$ cat src/rtl/core/gfc_pkg.sv
// shared types, codes and reset values for the gated frequency counter
// no dependencies
package gfc_pkg;

    localparam int unsigned CfgAddrWidth = 3;
    localparam int unsigned CfgDataWidth = 16;

    localparam logic [CfgAddrWidth-1:0] REG_HOLD_TICKS   = 3'd0;
    localparam logic [CfgAddrWidth-1:0] REG_RETRY_TICKS  = 3'd1;
    localparam logic [CfgAddrWidth-1:0] REG_GOOD_VOLTAGE = 3'd2;
    localparam logic [CfgAddrWidth-1:0] REG_FREQ_LIMIT   = 3'd3;
    localparam logic [CfgAddrWidth-1:0] REG_FAULT_VALUE  = 3'd4;
    localparam logic [CfgAddrWidth-1:0] REG_BUSY_BYTE    = 3'd5;

    localparam logic [7:0]  HOLD_TICKS_RST   = 8'd50;
    localparam logic [7:0]  RETRY_TICKS_RST  = 8'd5;
    localparam logic [9:0]  GOOD_VOLTAGE_RST = 10'd100;
    localparam logic [15:0] FREQ_LIMIT_RST   = 16'h1770;
    localparam logic [15:0] FAULT_VALUE_RST  = 16'h0001;
    localparam logic [7:0]  BUSY_BYTE_RST    = 8'h12;

    typedef enum logic [1:0] {
        EV_TICK     = 2'd0,
        EV_EDGE     = 2'd1,
        EV_RST_REQ  = 2'd2,
        EV_SPI_DONE = 2'd3
    } event_kind_t;

    typedef struct packed {
        logic [7:0]  hold_ticks;
        logic [7:0]  retry_ticks;
        logic [9:0]  good_voltage;
        logic [15:0] freq_limit;
        logic [15:0] fault_value;
        logic [7:0]  busy_byte;
    } cfg_t;

    typedef struct packed {
        logic        holding;
        logic [15:0] frequency;
        logic        spi_loaded;
        logic [7:0]  spi_byte;
        logic        reset_drive;
    } result_t;

endpackage

$ cat src/rtl/core/gfc_core.sv
// state of the counter and reset guard, updated once per item
// depends on gfc_pkg
module gfc_core
(
    input  logic                clk,
    input  logic                rst_n,
    input  logic                step,
    input  gfc_pkg::event_kind_t kind,
    input  logic                pin_low,
    input  logic [9:0]          sample,
    input  gfc_pkg::cfg_t       cfg,
    output gfc_pkg::result_t    result
);
    import gfc_pkg::*;

    logic        hold_active_reg, hold_active_next;
    logic [7:0]  hold_count_reg, hold_count_next;
    logic [15:0] edge_count_reg, edge_count_next;
    logic [15:0] captured_reg, captured_next;
    logic        send_pending_reg, send_pending_next;
    logic [7:0]  tx_byte_reg, tx_byte_next;
    logic        reset_level_reg, reset_level_next;
    logic        loaded;
    logic [15:0] clamped;

    assign clamped = (edge_count_reg >= cfg.freq_limit) ? cfg.fault_value : edge_count_reg;

    always_comb
    begin
        hold_active_next  = hold_active_reg;
        hold_count_next   = hold_count_reg;
        edge_count_next   = edge_count_reg;
        captured_next     = captured_reg;
        send_pending_next = send_pending_reg;
        tx_byte_next      = tx_byte_reg;
        reset_level_next  = reset_level_reg;
        loaded            = 1'b0;
        unique case (kind)
            EV_TICK:
            begin
                if (hold_active_reg)
                begin
                    if (hold_count_reg == 8'd0)
                    begin
                        // countdown expired: release only on a good supply
                        if (sample > cfg.good_voltage)
                        begin
                            hold_count_next  = 8'd0;
                            hold_active_next = 1'b0;
                            reset_level_next = 1'b1;
                        end
                        else
                        begin
                            hold_count_next = cfg.retry_ticks;
                        end
                    end
                    else
                    begin
                        hold_count_next = hold_count_reg - 8'd1;
                    end
                    edge_count_next = 16'd0;
                    tx_byte_next    = cfg.busy_byte;
                    loaded          = 1'b1;
                end
                else if (send_pending_reg)
                begin
                    captured_next   = clamped;
                    tx_byte_next    = clamped[15:8];
                    edge_count_next = 16'd0;
                    loaded          = 1'b1;
                end
            end
            EV_EDGE:
            begin
                edge_count_next = edge_count_reg + 16'd1;
            end
            EV_RST_REQ:
            begin
                if (pin_low)
                begin
                    hold_active_next = 1'b1;
                    hold_count_next  = cfg.hold_ticks;
                    reset_level_next = 1'b0;
                end
            end
            EV_SPI_DONE:
            begin
                if (send_pending_reg)
                begin
                    tx_byte_next      = captured_reg[7:0];
                    send_pending_next = 1'b0;
                    loaded            = 1'b1;
                end
                else
                begin
                    send_pending_next = 1'b1;
                end
            end
            default:
            begin
                loaded = 1'b0;
            end
        endcase
    end

    always_ff @(posedge clk or negedge rst_n)
    begin
        if (!rst_n)
        begin
            hold_active_reg  <= 1'b0;
            hold_count_reg   <= 8'd0;
            edge_count_reg   <= 16'd0;
            captured_reg     <= 16'd0;
            send_pending_reg <= 1'b1;
            tx_byte_reg      <= 8'd0;
            reset_level_reg  <= 1'b1;
        end
        else if (step)
        begin
            hold_active_reg  <= hold_active_next;
            hold_count_reg   <= hold_count_next;
            edge_count_reg   <= edge_count_next;
            captured_reg     <= captured_next;
            send_pending_reg <= send_pending_next;
            tx_byte_reg      <= tx_byte_next;
            reset_level_reg  <= reset_level_next;
        end
    end

    assign result.reset_drive = reset_level_next;
    assign result.spi_byte    = tx_byte_next;
    assign result.spi_loaded  = loaded;
    assign result.frequency   = captured_next;
    assign result.holding     = hold_active_next;

endmodule

$ cat src/rtl/core/gated_frequency_counter_reset_guard.sv
// Gated frequency counter with reset guard. Takes one item per clock while the result side is not
// stalled; each item gives exactly one result: the input register takes the item, then the single
// state update stage runs and writes the result register, from which the result is presented.
// Back-pressure on the result side stalls both stages; the input side stays ready while the input
// register can move on. Configuration is written through cfg_we/cfg_addr/cfg_wdata; the user
// must do so only while no item is in flight, the block itself does not enforce this.
// depends on gfc_pkg and gfc_core
module gated_frequency_counter_reset_guard
(
    input  logic                              clk,
    input  logic                              rst_n,
    input  logic                              s_axis_tvalid,
    output logic                              s_axis_tready,
    input  logic [15:0]                       s_axis_tdata,  // reset_pin_low, voltage_sample
    input  logic [1:0]                        s_axis_tuser,  // event_kind
    output logic                              m_axis_tvalid,
    input  logic                              m_axis_tready,
    // reset_drive, spi_byte, spi_loaded, frequency, holding
    output logic [31:0]                       m_axis_tdata,
    input  logic                              cfg_we,
    input  logic [gfc_pkg::CfgAddrWidth-1:0]  cfg_addr,
    input  logic [gfc_pkg::CfgDataWidth-1:0]  cfg_wdata
);
    import gfc_pkg::*;

    cfg_t        cfg_reg;
    logic        in_valid_reg;
    logic [1:0]  in_kind_reg;
    logic        in_pin_reg;
    logic [9:0]  in_sample_reg;
    logic        out_valid_reg;
    result_t     out_data_reg;
    result_t     result;
    logic        out_free;
    logic        advance;

    assign out_free      = !out_valid_reg || m_axis_tready;
    assign advance       = in_valid_reg && out_free;
    assign s_axis_tready = !in_valid_reg || out_free;

    always_ff @(posedge clk or negedge rst_n)
    begin
        if (!rst_n)
        begin
            cfg_reg.hold_ticks   <= HOLD_TICKS_RST;
            cfg_reg.retry_ticks  <= RETRY_TICKS_RST;
            cfg_reg.good_voltage <= GOOD_VOLTAGE_RST;
            cfg_reg.freq_limit   <= FREQ_LIMIT_RST;
            cfg_reg.fault_value  <= FAULT_VALUE_RST;
            cfg_reg.busy_byte    <= BUSY_BYTE_RST;
        end
        else if (cfg_we)
        begin
            unique case (cfg_addr)
                REG_HOLD_TICKS:   cfg_reg.hold_ticks   <= cfg_wdata[7:0];
                REG_RETRY_TICKS:  cfg_reg.retry_ticks  <= cfg_wdata[7:0];
                REG_GOOD_VOLTAGE: cfg_reg.good_voltage <= cfg_wdata[9:0];
                REG_FREQ_LIMIT:   cfg_reg.freq_limit   <= cfg_wdata;
                REG_FAULT_VALUE:  cfg_reg.fault_value  <= cfg_wdata;
                REG_BUSY_BYTE:    cfg_reg.busy_byte    <= cfg_wdata[7:0];
                default:          cfg_reg <= cfg_reg;
            endcase
        end
    end

    always_ff @(posedge clk or negedge rst_n)
    begin
        if (!rst_n)
        begin
            in_valid_reg  <= 1'b0;
            out_valid_reg <= 1'b0;
        end
        else
        begin
            if (s_axis_tready)
            begin
                in_valid_reg <= s_axis_tvalid;
            end
            if (out_free)
            begin
                out_valid_reg <= in_valid_reg;
            end
        end
    end

    // payload registers
    always_ff @(posedge clk)
    begin
        if (s_axis_tready && s_axis_tvalid)
        begin
            in_kind_reg   <= s_axis_tuser;
            in_pin_reg    <= s_axis_tdata[0];
            in_sample_reg <= s_axis_tdata[10:1];
        end
        if (advance)
        begin
            out_data_reg <= result;
        end
    end

    gfc_core u_core
    (
        .clk     (clk),
        .rst_n   (rst_n),
        .step    (advance),
        .kind    (event_kind_t'(in_kind_reg)),
        .pin_low (in_pin_reg),
        .sample  (in_sample_reg),
        .cfg     (cfg_reg),
        .result  (result)
    );

    assign m_axis_tvalid = out_valid_reg;
    assign m_axis_tdata  = {5'd0, out_data_reg.holding, out_data_reg.frequency,
                            out_data_reg.spi_loaded, out_data_reg.spi_byte,
                            out_data_reg.reset_drive};

endmodule

$ cat config.mk
export PLATFORM = sky130hd
export DESIGN_NAME = gated_frequency_counter_reset_guard
export DESIGN_NICKNAME = d
export VERILOG_FILES = /design/src/rtl/core/gfc_pkg.sv /design/src/rtl/core/gfc_core.sv /design/src/rtl/core/gated_frequency_counter_reset_guard.sv
export SDC_FILE = /design/constraint.sdc
export NUM_CORES = 1
export LEC_CHECK = 0
export BUFFER_PORTS_ARGS = -buffer_cell sky130_fd_sc_hd__buf_2
export CORE_UTILIZATION = 54
export DETAILED_ROUTE_END_ITERATION = 7
export GPL_TIMING_DRIVEN = 0
export PLACE_DENSITY = 0.81
export SYNTH_ARGS = -nofsm -noshare
export SYNTH_HDL_FRONTEND = slang
export SYNTH_SLANG_ARGS = --single-unit
$ cat constraint.sdc
create_clock -name clk -period 2.9 [get_ports clk]
set_clock_uncertainty 0.2 [all_clocks]
set_input_delay 0.58 -clock clk [delete_from_list [all_inputs] [get_ports clk]]
set_output_delay 0.58 -clock clk [all_outputs]
set_load 0.02 [all_outputs]
Word level (Yosys, flattened, before mapping)
Index checks and enable logic that the tools add are counted.
Storage, ports and cells
  register bits: 159
  input bits: 42
  logic and storage cells: 88
Operators by class
  add/sub/neg operators: 2
  $lt $le $gt $ge: 2
  eq/ne operators: 11
  multiplexer cells: 30
  reductions and logical operators: 20
Operator list (count)
  16-bit 2-to-1 mux: 6
  8-bit 2-to-1 mux: 7
  16-bit case mux with 2 select lines: 1
  8-bit case mux with 2 select lines: 2
  16-bit by 1-bit adder with 16-bit output (second input constant): 1
  16-bit >= comparator: 1
  2-bit AND reduction: 7
  1-bit 2-to-1 mux: 11
  10-bit greater-than comparator: 1
  8-bit logical NOT: 1
  8-bit by 1-bit subtractor with 8-bit output (second input constant): 1
  3-bit by 2-bit == test with 1-bit output (second input constant): 2
  3-bit == test (second input constant): 2
  1-bit case mux with 2 select lines: 3
  2-bit == test (second input constant): 2
  4-bit AND reduction: 1
  2-bit nonzero test: 2
  3-bit by 1-bit == test with 1-bit output (second input constant): 1
  3-bit logical NOT: 1
  3-bit by 1-bit != test with 1-bit output (second input constant): 1
  3-bit AND reduction: 1
  2-bit by 1-bit == test with 1-bit output (second input constant): 1
  1-bit logical AND: 2
  1-bit logical NOT: 2
  4 further kinds: 5

Logic depth before layout (Yosys ltp)
  depth after elaboration: 5
  mapped depth: 10
  mapped depth without buffers: 8

By module
From an unflattened synthesis, not the netlist that was laid out.
Unflattened totals
  cell total of the unflattened synthesis: 700
  area total of the unflattened synthesis: 7967.6 um2
Modules (own cells, without submodules)
  gfc_core: times used 1, cells each 502, area each 4038.9 um2, seq. area each 1278.7 um2
  gated_frequency_counter_reset_guard: times used 1, cells each 198, area each 3928.8 um2, seq. area each 2925.3 um2

Worst setup path after synthesis
OpenSTA, ideal clock, no wires.
  path type: reg-to-reg
  start: register cfg_reg[36] (netlist bit)
  end: register out_data_reg, in the netlist m_axis_tdata[2], data pin
  setup time: 274 ps
  arrival time: 2246 ps
  required time: 2426 ps
  slack: 180 ps
  cell stages (with the launch flop): 11
  clock period less this slack: 2720 ps
  cell sequence: dfstp_2 inv_1 ha_1 nand4_1 nor3_2 a22oi_2 and3_1 buf_2 buf_6 a311oi_1 mux2i_1
RTL lines
  start, declared: line gated_frequency_counter_reset_guard.sv:26  | cfg_t cfg_reg;
  start signal, assigned: line gated_frequency_counter_reset_guard.sv:61  | default: cfg_reg <= cfg_reg;
  end signal, assigned: line gated_frequency_counter_reset_guard.sv:97  | out_data_reg <= result;
  end, declared: line gated_frequency_counter_reset_guard.sv:32  | result_t out_data_reg;

==> flow_summary_export.csv <==
group,metric,value,unit
outcome,status,"completed",
pwr,ir_worst_vdd,458.8,uV
finish,nets,906,
finish,largest_reg_flops,66,
timing,min_period,2.895,ns
synth,synth_area,0.007936,mm^2
synth,synth_top_family_by_area,"compound AO/OA/AOI/OAI gates",
pwr,swShare,32.94,%
timing,post-route-period-util,99.84,%
routing,ant_nets,0,
worst_setup_path,r2r_start,"u_core.edge_count_reg[13]",
pwr,clkPwrFrac,29.2,%
global_routing,antenna_found_initial,0,
worst_setup_path,slowest_delay,0.50,ns
floorplanning,coreArea,0.01410,mm^2
min_path,worstHoldStart,"s_axis_tdata[8]",
floorplanning,row_count,43,
synth,ys_async_sr_fraction,74.84,%
worst_setup_path,cp_slowest_cell,"a311oi_1",
synth,synth_warnings,0,
worst_setup_path,cp-end-kind,"flop",
pwr,seq_power_share,45.5,%
finish,drive_gt1_share,25.95,%
worst_setup_path,cp.arrival,2.85,ns
min_path,whs_path_depth,1,
synth,synth_xor_area_share,1.655,%
placed_design,portBuffers,64,
timing,layout_setup_ws,0.004708,ns
global_routing,grt_pass1_wl,29510,um
finish,area_growth,18.32,%
floorplanning,die_width,123.2,um
synth,postSynthAreaPerCell,10.75,um^2
floorplanning,dieArea,0.01519,mm^2
cts,htreeDepth,4,
cts,cts_buffers,17,
floorplanning,io_pins,76,
synth,ys_ff_latch,159,
finish,antennaDiodeCount,0,
worst_setup_path,worst-r2r-cell-count,7,
routing,vias,6032,
routing,drc,0,
pwr,p_sw,0.002402,W
min_path,holdPathEnd,"in_sample_reg[7]",
placed_design,pre_cts_ws,-0.3369,ns
placed_design,place.gp.congestion,0.9396,
placed_design,post_dp_cell_area,0.008531,mm^2
timing,max_freq,0.3454,GHz
worst_setup_path,worstPathRequired,2.85,ns
timing,slew-limit-headroom,25.25,%
placed_design,dp.cells,987,
cts,clkLatencyLatePin,0.43,ns
floorplanning,initial_core_util,56.30,%
routing,dr.pass1.iters,5,
flow_run,drv_cap,0,
global_routing,grt_max_degree,74,
min_path,hold_class,"primary input to flop",
timing,finalHoldViolCount,0,
synth,synth_ff_type,"dfrtp_1",
finish,final_common_cell,"dfrtp_1",
routing,wl,18660,um
synth,synthDistinctLibCells,56,
worst_setup_path,path_cells,"ha_1 -> nand4_1 -> nor3_4 -> o311ai_4 -> and3_4 -> a311oi_1 -> mux2i_1",
timing,drv_slew,0,
worst_setup_path,rr_endpoint,"m_axis_tdata[8]",
synth,synth_compound_area_share,13.72,%
worst_setup_path,critPathMaxFanout,6,
timing,tns,0,ns
synth,yosys.area_share.simple,11.16,%
pwr,total_leakage_power,4.036,nW
worst_setup_path,critPathLaunchType,"flop",
finish,layout_common_cells,"96 x dfrtp_1, 71 x a21oi_1, 67 x buf_2",
routing,avgRoutedWirePerCell,18.22,um
cts,clock_sinks,159,
cts,cts_root_buffer,"clkbuf_16",
synth,synthAdderAreaFrac,5.203,%
pwr,p_int,0.004890,W
pwr,cellPowerDensity,776.5,mW/mm^2
routing,drtIter0Drc,601,
synth,synth_edf_count,40,
synth,syn_inst,738,
synth,muxShareOfSynthArea,10.44,%
finish,fin_cells,1024,
cts,cts_tree,"yes",
synth,synth-seq-area-share,52.97,%
routing,avgViaCountPerCell,5.891,
worst_setup_path,crit_type,"flop to flop",
timing,worst_pin_slew,1.113,ns
worst_setup_path,r2r_setup_slack,0.005,ns
global_routing,grt-ovfl-total,0,
global_routing,grt_usage,26.06,%
cts,clkTransAtPathRegs,0.06,ns
placed_design,hpwl,13040,um
finish,design_area,0.009390,mm^2
global_routing,first_global_vias,5825,
timing,setup_viol,0,
pwr,share_comb_of_total_power,25.3,%
cts,clk_path_buf_depth,2,
floorplanning,die_h,123.2,um
-- metrics by stage --
step,total power [W],utilization [%],hold WS (ns)
after floorplan,0.004518,-,0.08441
after global placement,0.004972,60.28,0.2719
after detailed placement,0.005084,60.52,0.2932
after CTS,0.007225,65.10,0.1122
after global routing,0.007670,66.62,0.1073
final,0.007291,66.62,0.1230
-- cell usage after synthesis, types with 4 or more instances --
master	n	area share (%)
edfxtp_1	40	15
mux2_2	54	7.7
nor3_1	5	0.32
clkbuf_1	24	1.1
inv_1	54	2.6
dfstp_2	20	6.6
ha_1	33	5.2
nand4_1	4	0.32
nand3_1	11	0.69
nand2b_1	8	0.63
nor2b_1	7	0.55
o21ai_0	43	2.7
o31ai_1	18	1.7
a31oi_1	9	0.71
nor2_1	67	3.2
a21oi_1	72	4.5
buf_2	5	0.32
a22o_1	7	0.77
mux2i_1	22	2.8
xor2_1	6	0.66
dfrtp_1	99	31
a211oi_1	7	0.66
buf_4	5	0.47
nand2_1	62	2.9
xnor2_1	9	0.99
a311oi_1	5	0.55
-- layout make-up --
class,count,area [um^2]
Buffer,36,186.4
Clock inverter,14,133.9
Fill cell,1064,4706
Multi-Input combinational cell,492,3582
Timing Repair Buffer,71,419.2
Inverter,54,206.4
Clock buffer,18,429.2
Sequential cell,159,4208
Tap cell,180,225.2
-- worst max path at each step --
stage / slack (ns) / endpoint / startpoint / cells after the start
floorplan: 0.18 / m_axis_tdata[2] / cfg_reg[36] / 10
global route: -0.03 / m_axis_tdata[1] / u_core.edge_count_reg[13] / 8
global placement: -0.42 / m_axis_tvalid / rst_n / 1
CTS: -0.01 / m_axis_tdata[15] / u_core.edge_count_reg[1] / 9
finish: 0.005 / m_axis_tdata[8] / u_core.edge_count_reg[13] / 7
detailed placement: -0.34 / m_axis_tdata[2] / cfg_reg[36] / 10
-- cell families (layout without fill, tap and decap cells) --
logic type | Yosys count | count (layout)
AND/OR/NAND/NOR | 187 | 187
AO/OA/AOI/OAI | 176 | 176
flip-flops | 159 | 159
buffers and inverters | 91 | 193
multiplexers | 76 | 76
adder cells (fa/ha/maj) | 33 | 33
XOR/XNOR | 15 | 15
other | 1 | 5
-- layer usage --
metal  vias to the layer above  GRT usage [%]  part of all wire (%)
li1                       2792              -                     -
met1                      2973          34.67                    43
met2                       225          41.90                    49
met3                        42          5.074                   5.2
met4                         0          10.77                   2.9
met5                         -              0                     0
-- power groups by stage --
stage          clock, W  combinational, W  sequential [W]
5_1_grt         0.00224           0.00205         0.00338
3_3_place_gp          0           0.00168         0.00330
2_1_floorplan         0           0.00120         0.00331
6_report        0.00213           0.00185         0.00332
4_1_cts         0.00214           0.00179         0.00329
3_5_place_dp          0           0.00176         0.00333
-- critical path, delay by kind of cell, from the launching register on --
family / cells / cell delay, ns
simple gates: 3 / 0.77
compound gates: 2 / 0.67
flops: 1 / 0.48
fa+ha+maj: 1 / 0.34
mux: 1 / 0.16
-- repair_timing --
item / CTS / global route
endpoints found under the hold margin: 42 / 0
pin swaps: 3 / 7
hold buffers: 1 / 0
setup endpoints to repair: 37 / 44
gates cloned: 0 / 1
buffers inserted: 2 / 2
resized for setup: 10 / 32
(Power assumes the default switching activity.)
